<file path="src/rtl/sqm_pkg.sv">
`timescale 1ns / 1ps

package sqm_pkg;

    typedef enum logic {
        FUNC_ARRIVAL = 1'b0,
        FUNC_TICK    = 1'b1
    } t_func;

    localparam int ID_W      = 16;
    localparam int TICK_W    = 32;
    localparam int SVC_W     = 8;
    localparam int QCNT_W    = 7;
    localparam int TOTAL_W   = 32;
    localparam int WSUM_W    = 48;

    localparam logic [SVC_W-1:0] SERVICE_RESET = 8'd3;

    typedef struct packed {
        t_func            func;
        logic [ID_W-1:0]  item_id;
    } t_in;

    typedef struct packed {
        logic               served;
        logic [ID_W-1:0]    served_id;
        logic [TICK_W-1:0]  served_wait;
        logic [QCNT_W-1:0]  queue_count;
        logic [QCNT_W-1:0]  max_count;
        logic [TOTAL_W-1:0] processed_total;
        logic [WSUM_W-1:0]  wait_total;
        logic               dropped;
    } t_out;

endpackage

</file>
<file path="src/rtl/sqm_ram.sv">
`timescale 1ns / 1ps

module sqm_ram #(
    parameter int WIDTH = 48,
    parameter int DEPTH = 64
) (
    input  logic                     i_clk,
    input  logic                     i_we,
    input  logic [$clog2(DEPTH)-1:0] i_waddr,
    input  logic [WIDTH-1:0]         i_wdata,
    input  logic [$clog2(DEPTH)-1:0] i_raddr,
    output logic [WIDTH-1:0]         o_rdata
);

    logic [WIDTH-1:0] r_mem [DEPTH];
    logic [WIDTH-1:0] r_rdata;

    always_ff @(posedge i_clk) begin
        if (i_we) begin
            r_mem[i_waddr] <= i_wdata;
        end
        r_rdata <= r_mem[i_raddr];
    end

    assign o_rdata = r_rdata;

endmodule

</file>
<file path="src/rtl/single_server_queue_monitor.sv">
`timescale 1ns / 1ps
// Channel   Direction  Handshake                   Payload
// in        input      i_in_valid / o_in_stall     i_in_data   (t_in)
// out       output     o_out_valid / i_out_stall   o_out_data  (t_out)
// cfg       input      i_cfg_we                    i_cfg_wdata (service time)
//
// One transaction per cycle on each side while not stalled, one result per input transaction.
// Each transaction passes through the input register, then the result register.
// The queue head is prefetched from the entry RAM by the next head pointer,
// so back-to-back pops and pushes run at full rate.
// Synchronous active-low reset clears pointers, counters and valids.
// The input register absorbs one transaction while a result is stalled.

module single_server_queue_monitor
    import sqm_pkg::*;
#(
    parameter int QUEUE_DEPTH = 64
) (
    input  logic             i_clk,
    input  logic             i_rst_n,
    input  logic             i_in_valid,
    output logic             o_in_stall,
    input  t_in              i_in_data,
    output logic             o_out_valid,
    input  logic             i_out_stall,
    output t_out             o_out_data,
    input  logic             i_cfg_we,
    input  logic [SVC_W-1:0] i_cfg_wdata
);

    localparam int PTR_W = $clog2(QUEUE_DEPTH);
    localparam int CNT_W = $clog2(QUEUE_DEPTH + 1);

    typedef struct packed {
        logic [ID_W-1:0]   id;
        logic [TICK_W-1:0] stamp;
    } t_entry;

    function automatic logic [PTR_W-1:0] next_slot(input logic [PTR_W-1:0] p);
        return (p == PTR_W'(QUEUE_DEPTH - 1)) ? '0 : p + PTR_W'(1);
    endfunction

    logic               r_in_valid;
    t_in                r_in;
    logic               r_out_valid;
    t_out               r_out, n_out;
    logic [SVC_W-1:0]   r_service;
    logic [TICK_W-1:0]  r_tick, n_tick;
    logic [SVC_W-1:0]   r_busy, n_busy, busy_ld;
    logic [PTR_W-1:0]   r_head, n_head, r_tail, n_tail;
    logic [CNT_W-1:0]   r_occ, n_occ, r_hw, n_hw;
    logic [TOTAL_W-1:0] r_count, n_count;
    logic [WSUM_W-1:0]  r_wsum, n_wsum;
    logic [WSUM_W:0]    wsum_ext;
    logic               r_byp;
    t_entry             r_byp_data;
    t_entry             ram_rdata, head_ent, wr_data;
    logic               advance, fire, full, pop, wr_en;
    logic [TICK_W-1:0]  swait;

    assign advance    = !r_out_valid || !i_out_stall;
    assign fire       = r_in_valid && advance;
    assign o_in_stall = r_in_valid && !advance;

    assign head_ent = r_byp ? r_byp_data : ram_rdata;
    assign wr_data  = '{id: r_in.item_id, stamp: r_tick};
    assign full     = (r_occ == CNT_W'(QUEUE_DEPTH));
    assign swait    = r_tick - head_ent.stamp;
    assign wsum_ext = {1'b0, r_wsum} + (WSUM_W + 1)'(swait);

    sqm_ram #(
        .WIDTH ($bits(t_entry)),
        .DEPTH (QUEUE_DEPTH)
    ) u_ram (
        .i_clk   (i_clk),
        .i_we    (wr_en),
        .i_waddr (r_tail),
        .i_wdata (wr_data),
        .i_raddr (n_head),
        .o_rdata (ram_rdata)
    );

    always_comb begin
        n_head  = r_head;
        n_tail  = r_tail;
        n_occ   = r_occ;
        n_hw    = r_hw;
        n_tick  = r_tick;
        n_busy  = r_busy;
        n_count = r_count;
        n_wsum  = r_wsum;
        n_out   = r_out;
        wr_en   = 1'b0;
        pop     = 1'b0;
        busy_ld = r_busy;
        if (fire) begin
            n_out = '0;
            case (r_in.func)
                FUNC_ARRIVAL: begin
                    if (full) begin
                        n_out.dropped = 1'b1;
                    end else begin
                        wr_en  = 1'b1;
                        n_tail = next_slot(r_tail);
                        n_occ  = r_occ + CNT_W'(1);
                        if (n_occ > r_hw) begin
                            n_hw = n_occ;
                        end
                    end
                end
                FUNC_TICK: begin
                    pop = (r_busy == '0) && (r_occ != '0);
                    if (pop) begin
                        n_head = next_slot(r_head);
                        n_occ  = r_occ - CNT_W'(1);
                        if (r_count != '1) begin
                            n_count = r_count + TOTAL_W'(1);
                        end
                        n_wsum  = wsum_ext[WSUM_W] ? '1 : wsum_ext[WSUM_W-1:0];
                        busy_ld = r_service;
                        n_out.served      = 1'b1;
                        n_out.served_id   = head_ent.id;
                        n_out.served_wait = swait;
                    end
                    n_busy = (busy_ld != '0) ? busy_ld - SVC_W'(1) : busy_ld;
                    n_tick = r_tick + TICK_W'(1);
                end
                default: ;
            endcase
            n_out.queue_count     = QCNT_W'(n_occ);
            n_out.max_count       = QCNT_W'(n_hw);
            n_out.processed_total = n_count;
            n_out.wait_total      = n_wsum;
        end
    end

    always_ff @(posedge i_clk) begin
        if (!i_rst_n) begin
            r_in_valid  <= 1'b0;
            r_out_valid <= 1'b0;
            r_service   <= SERVICE_RESET;
            r_tick      <= '0;
            r_busy      <= '0;
            r_head      <= '0;
            r_tail      <= '0;
            r_occ       <= '0;
            r_hw        <= '0;
            r_count     <= '0;
            r_wsum      <= '0;
            r_byp       <= 1'b0;
        end else begin
            if (!o_in_stall) begin
                r_in_valid <= i_in_valid;
            end
            if (fire) begin
                r_out_valid <= 1'b1;
            end else if (!i_out_stall) begin
                r_out_valid <= 1'b0;
            end
            if (i_cfg_we) begin
                r_service <= i_cfg_wdata;
            end
            r_tick  <= n_tick;
            r_busy  <= n_busy;
            r_head  <= n_head;
            r_tail  <= n_tail;
            r_occ   <= n_occ;
            r_hw    <= n_hw;
            r_count <= n_count;
            r_wsum  <= n_wsum;
            r_byp   <= wr_en && (r_tail == n_head);
        end
    end

    always_ff @(posedge i_clk) begin
        if (!o_in_stall) begin
            r_in <= i_in_data;
        end
        r_out      <= n_out;
        r_byp_data <= wr_data;
    end

    assign o_out_valid = r_out_valid;
    assign o_out_data  = r_out;

    a_occ_bound: assert property (@(posedge i_clk) disable iff (!i_rst_n)
        r_occ <= CNT_W'(QUEUE_DEPTH))
        else $error("queue occupancy above depth");

    a_hw_bound: assert property (@(posedge i_clk) disable iff (!i_rst_n)
        r_hw >= r_occ)
        else $error("high-water mark below occupancy");

    a_ptr_match: assert property (@(posedge i_clk) disable iff (!i_rst_n)
        (r_head == r_tail) == ((r_occ == '0) || (r_occ == CNT_W'(QUEUE_DEPTH))))
        else $error("pointers disagree with occupancy");

endmodule

</file>
<file path="config.mk">
export PLATFORM = sky130hd
export DESIGN_NAME = single_server_queue_monitor
export DESIGN_NICKNAME = d
export VERILOG_FILES = /design/src/rtl/sqm_pkg.sv /design/src/rtl/sqm_ram.sv /design/src/rtl/single_server_queue_monitor.sv
export SDC_FILE = /design/constraint.sdc
export NUM_CORES = 2
export LEC_CHECK = 0
export BUFFER_PORTS_ARGS = -buffer_cell sky130_fd_sc_hd__buf_2
export CELL_PAD_IN_SITES_DETAIL_PLACEMENT = 0
export CELL_PAD_IN_SITES_GLOBAL_PLACEMENT = 1
export CORE_MARGIN = 2
export CORE_UTILIZATION = 35
export DETAILED_ROUTE_END_ITERATION = 10
export HOLD_SLACK_MARGIN = 0.1
export PLACE_DENSITY_LB_ADDON = 0.1
export SLEW_MARGIN = 20
export SYNTH_ARGS = -nofsm -noshare
export SYNTH_HDL_FRONTEND = slang
export SYNTH_SLANG_ARGS = --single-unit
</file>
<file path="constraint.sdc">
create_clock -name i_clk -period 7.97 [get_ports i_clk]
set_clock_uncertainty 0.05 [all_clocks]
set_input_delay 0.797 -clock i_clk [delete_from_list [all_inputs] [get_ports i_clk]]
set_output_delay 0.797 -clock i_clk [all_outputs]
set_load 0.05 [all_outputs]
</file>
==> flow_metrics.env <==
export IMPL_rrSetupSlack_ns=1.07
export IMPL_core_area_sq_um=400000
export IMPL_grt_max_degree=156
export IMPL_grt_antenna_before_repair=38
export IMPL_cts_tree="built"
export IMPL_num_rows=232
export IMPL_ctsResizeCount=0
export IMPL_first_pass_iters=6
export IMPL_critical_path_max_stage_delay_ns=0.67
export IMPL_height_of_the_chip_um=638
export IMPL_route_antenna_remaining_nets=0
export IMPL_nets=10405
export IMPL_synth_mux_area_share_pct=3.07
export IMPL_area_fraction_in_compound_gates_after_synthesis_pct=9.37
export IMPL_min_from="i_cfg_we"
export IMPL_path_delay_family="compound AO/OA/AOI/OAI gates"
export IMPL_post_synth_fa_ha_maj_area_fraction_pct=0.740
export IMPL_critical_path_slowest_cell="nor2_1"
export IMPL_cp_required_ns=8.77
export IMPL_syn_cell_area_sq_um=141000
export IMPL_slew_headroom_pct=20.7
export IMPL_grt_remaining_overflow=0
export IMPL_routed_via_count=90084
export IMPL_yosysWarningCount=0
export IMPL_ys_seq_area_share_pct=72.6
export IMPL_setup_tns_final_ns=0
export IMPL_synth_top_family_by_area="simple AND/OR/NAND/NOR gates"
export IMPL_ctsHtreeMaxLevel=5
export IMPL_drt_vias_per_instance=5.66
export IMPL_timing_worst_setup_path_type="register to register"
export IMPL_vias_in_the_first_global_route=86895
export IMPL_whs_path_depth=3
export IMPL_yosys_top_cells_count="3233 x edfxtp_1, 1756 x nand2_1, 553 x nand3_1"
export IMPL_post_synth_top_count_cell="edfxtp_1"
export IMPL_io_buffer_count=175
export IMPL_number_of_flops_mapped_to_enable_cells_by_yosys=3233
export IMPL_fin_util_pct=40.7
export IMPL_post_route_cells_drive_above_1_share_pct=12.5
export IMPL_worst_path_buf_inv=1
export IMPL_tightestPinTransition_ns=1.19
export IMPL_synth_ff_latch_count=3486
export IMPL_die_width_um=638
export IMPL_wl_per_cell_um=31.8
export IMPL_hpwlAfterDp_mm=288
export IMPL_timing_critical_path_mode_cell="nor2_1"
export IMPL_clk_pin_slew_worst_setup_hold_paths_ns=0.06
export IMPL_clock_path_buffers=4
export IMPL_routed_wl_mm=507
export IMPL_synth_top_cell_area_share_pct=69.0
export IMPL_cts_buffers_inserted=396
export IMPL_die_area_sq_um=407000
export IMPL_worst_setup_end_kind="register"
export IMPL_critical_path_arrival_ns=7.71
export IMPL_primary_ff_master_synth="edfxtp_1"
export IMPL_final_min_period_over_clock_period_pct=86.6
export IMPL_netlist_instances=10029
export IMPL_synth_top_area_cell="edfxtp_1"
export IMPL_achievable_frequency_ghz=0.145
export IMPL_io_pin_count=176
export IMPL_hold_class="primary input to register"
export IMPL_cap_violations=0
export IMPL_clock_period_minus_final_worst_setup_slack_ns=6.90
export IMPL_cts_sinks=3486
export IMPL_synth_net_count=10141
export IMPL_synthSimpleGateAreaFrac_pct=10.8
export IMPL_grt_setup_unrepaired="false"
export IMPL_vdd_ir_drop_max_v=0.000172
export IMPL_timing_hold_violations_final=0
export IMPL_report_final_setup_viol=0
export IMPL_yosysUniqueCellTypes=91
export IMPL_detail_route_iter0_violations=9777
export IMPL_cp_max_fo=26
export IMPL_grt_pass1_wl_mm=701
export IMPL_power_leakage_nw=57.4
export IMPL_worst_path_stages=22
export IMPL_grt_usage_pct=24.2
export IMPL_area_growth_synth_to_final_pct=15.7
export IMPL_drv_slew=0
export IMPL_yosys_area_share_xor_xnor_pct=1.07
export IMPL_power_density_of_the_placed_cells_nw_per_um2=250
export IMPL_drcViolationCount=0
export IMPL_crit_reg_reg_endpoint="r_wsum[30]"
export IMPL_worst_r2r_startpoint="r_byp"
export IMPL_cp_cell_sequence="buf_4 > mux2i_1 > ha_1 > a21o_1 > a31o_2 > a221o_1 > a31oi_1 > a211oi_1 > o21ai_0 > a21o_1 > nor3b_1 > nor2_1 > ha_1 > or3_1 > nor2_1 > o21ai_0 > a21oi_1 > o2111ai_1 > o21a_1 > nor2_1 > nand2_1 > o221a_2"
export IMPL_nFillCells=36646
export IMPL_timing_critical_path_from_type="register"
export IMPL_worstHoldEndpoint="r_service[0]"
export IMPL_rr_worst_depth=22
export IMPL_run_status="completed"
export IMPL_postSynthAreaPerCell_sq_um=14.0
export IMPL_gp_congestion=0.807
export IMPL_floorplan_initialDensity_pct=35.2
export IMPL_postSynth_asyncResetShare_pct=0
export IMPL_ys_top_cells_by_area="edfxtp_1 69%, nand2_1 4.7%, dfxtp_1 3.6%"
export IMPL_root_buffer="clkbuf_16"
export IMPL_clock_insertion_delay_worst_skew_ns=0.98
## routing by layer
metal	GRT usage, %	vias up	wire length, um
met5	0	-	13
met4	5.66	2	11500
met3	2.93	597	30200
met2	39.7	3099	240000
met1	34.3	47276	225000
li1	-	39110	-
## state kept, by name (all words and copies together) (netlist names), 6 cells and up
name,flops
u_ram.r_mem,3072
o_out_data,144
r_byp_data,48
r_wsum,48
u_ram.o_rdata,48
r_count,32
r_tick,32
r_in,17
r_busy,8
r_service,8
r_hw,7
r_occ,7
r_head,6
r_tail,6
## placed cells by master, fill, tap and decap left out, types with 37 or more instances in the layout
master,count
and3_1,496
clkinv_1,82
and2_1,43
a21oi_1,233
dfxtp_1,220
buf_12,81
nand4_1,60
o211ai_1,77
buf_2,175
clkinv_2,63
a32o_1,70
xnor2_1,93
nand2_1,1751
nand3_1,552
edfxtp_1,3233
inv_1,42
clkbuf_16,398
o21ai_0,138
nor2_1,229
mux2i_1,321
a211oi_1,525
ha_1,80
xor2_1,76
clkbuf_1,107
buf_4,301
o21bai_1,44
a311oi_1,126
a31oi_1,195
o21ai_1,50
nor2_4,64
mux4_2,46
o2111ai_1,37
## final cells by class
class                           instances  area, sq um  share of cell area [%]
Antenna cell                           19         47.5                  0.0292
Clock buffer                          533        10700                    6.60
Clock inverter                        202         1950                    1.20
Inverter                               45          179                   0.110
Multi-Input combinational cell       5775        35900                    22.1
Sequential cell                      3486       102000                    62.8
Tap cell                             5265         6590                    4.05
Timing Repair Buffer                  589         5160                    3.17
## stage by stage
step           setup slack [ns]  cells  power, mW  hold WS (ns)  instance area [sq um]
2_1_floorplan              1.08  10029       22.1         0.386                 141000
3_3_place_gp              0.954  15124       23.2         0.323                 150000
3_5_place_dp               1.14  15131       23.2         0.331                 150000
4_1_cts                    1.15  15893       41.1         0.133                 163000
5_1_grt                   0.605  15898       42.0         0.188                 163000
6_report                   1.07  15914       40.7         0.218                 163000
## tightest hold or removal path, delay by kind of cell
family / cells / cell delay (ns)
buf+inv: 1 / 0.19
mux: 1 / 0.15
simple gates: 1 / 0.06
## repair_timing
action,4_1_cts,5_1_grt
setup buffers,0,0
endpoints found under the setup margin,0,0
hold buffers,27,0
endpoints found under the hold margin,27,0
## kinds of logic after synthesis
logic type | count (synthesis)
flops | 3486
simple gates | 3353
compound gates | 1794
buf+inv | 768
mux | 374
xor+xnor | 172
fa+ha+maj | 82
## power breakdown
| group | leakage (nW) | internal (mW) | switching [mW] |
|---|---|---|---|
| registers | 35.3 | 20.0 | 0.125 |
| logic | 15.9 | 0.770 | 1.91 |
| clock network | 6.18 | 10.3 | 7.61 |
## worst max path at each step
| stage | from | endpoint | slack [ns] |
|---|---|---|---|
| 3_3_place_gp | r_byp | r_wsum[30] | 0.95 |
| 5_1_grt | r_byp | r_wsum[30] | 0.60 |
| 2_1_floorplan | r_occ[0] | u_ram.r_mem[48][0] | 1.08 |
| 6_report | r_byp | r_wsum[30] | 1.07 |
| 4_1_cts | r_byp | r_wsum[30] | 1.15 |
| 3_5_place_dp | r_byp | r_wsum[30] | 1.14 |
No activity file was read; power rests on OpenSTA's default activity.
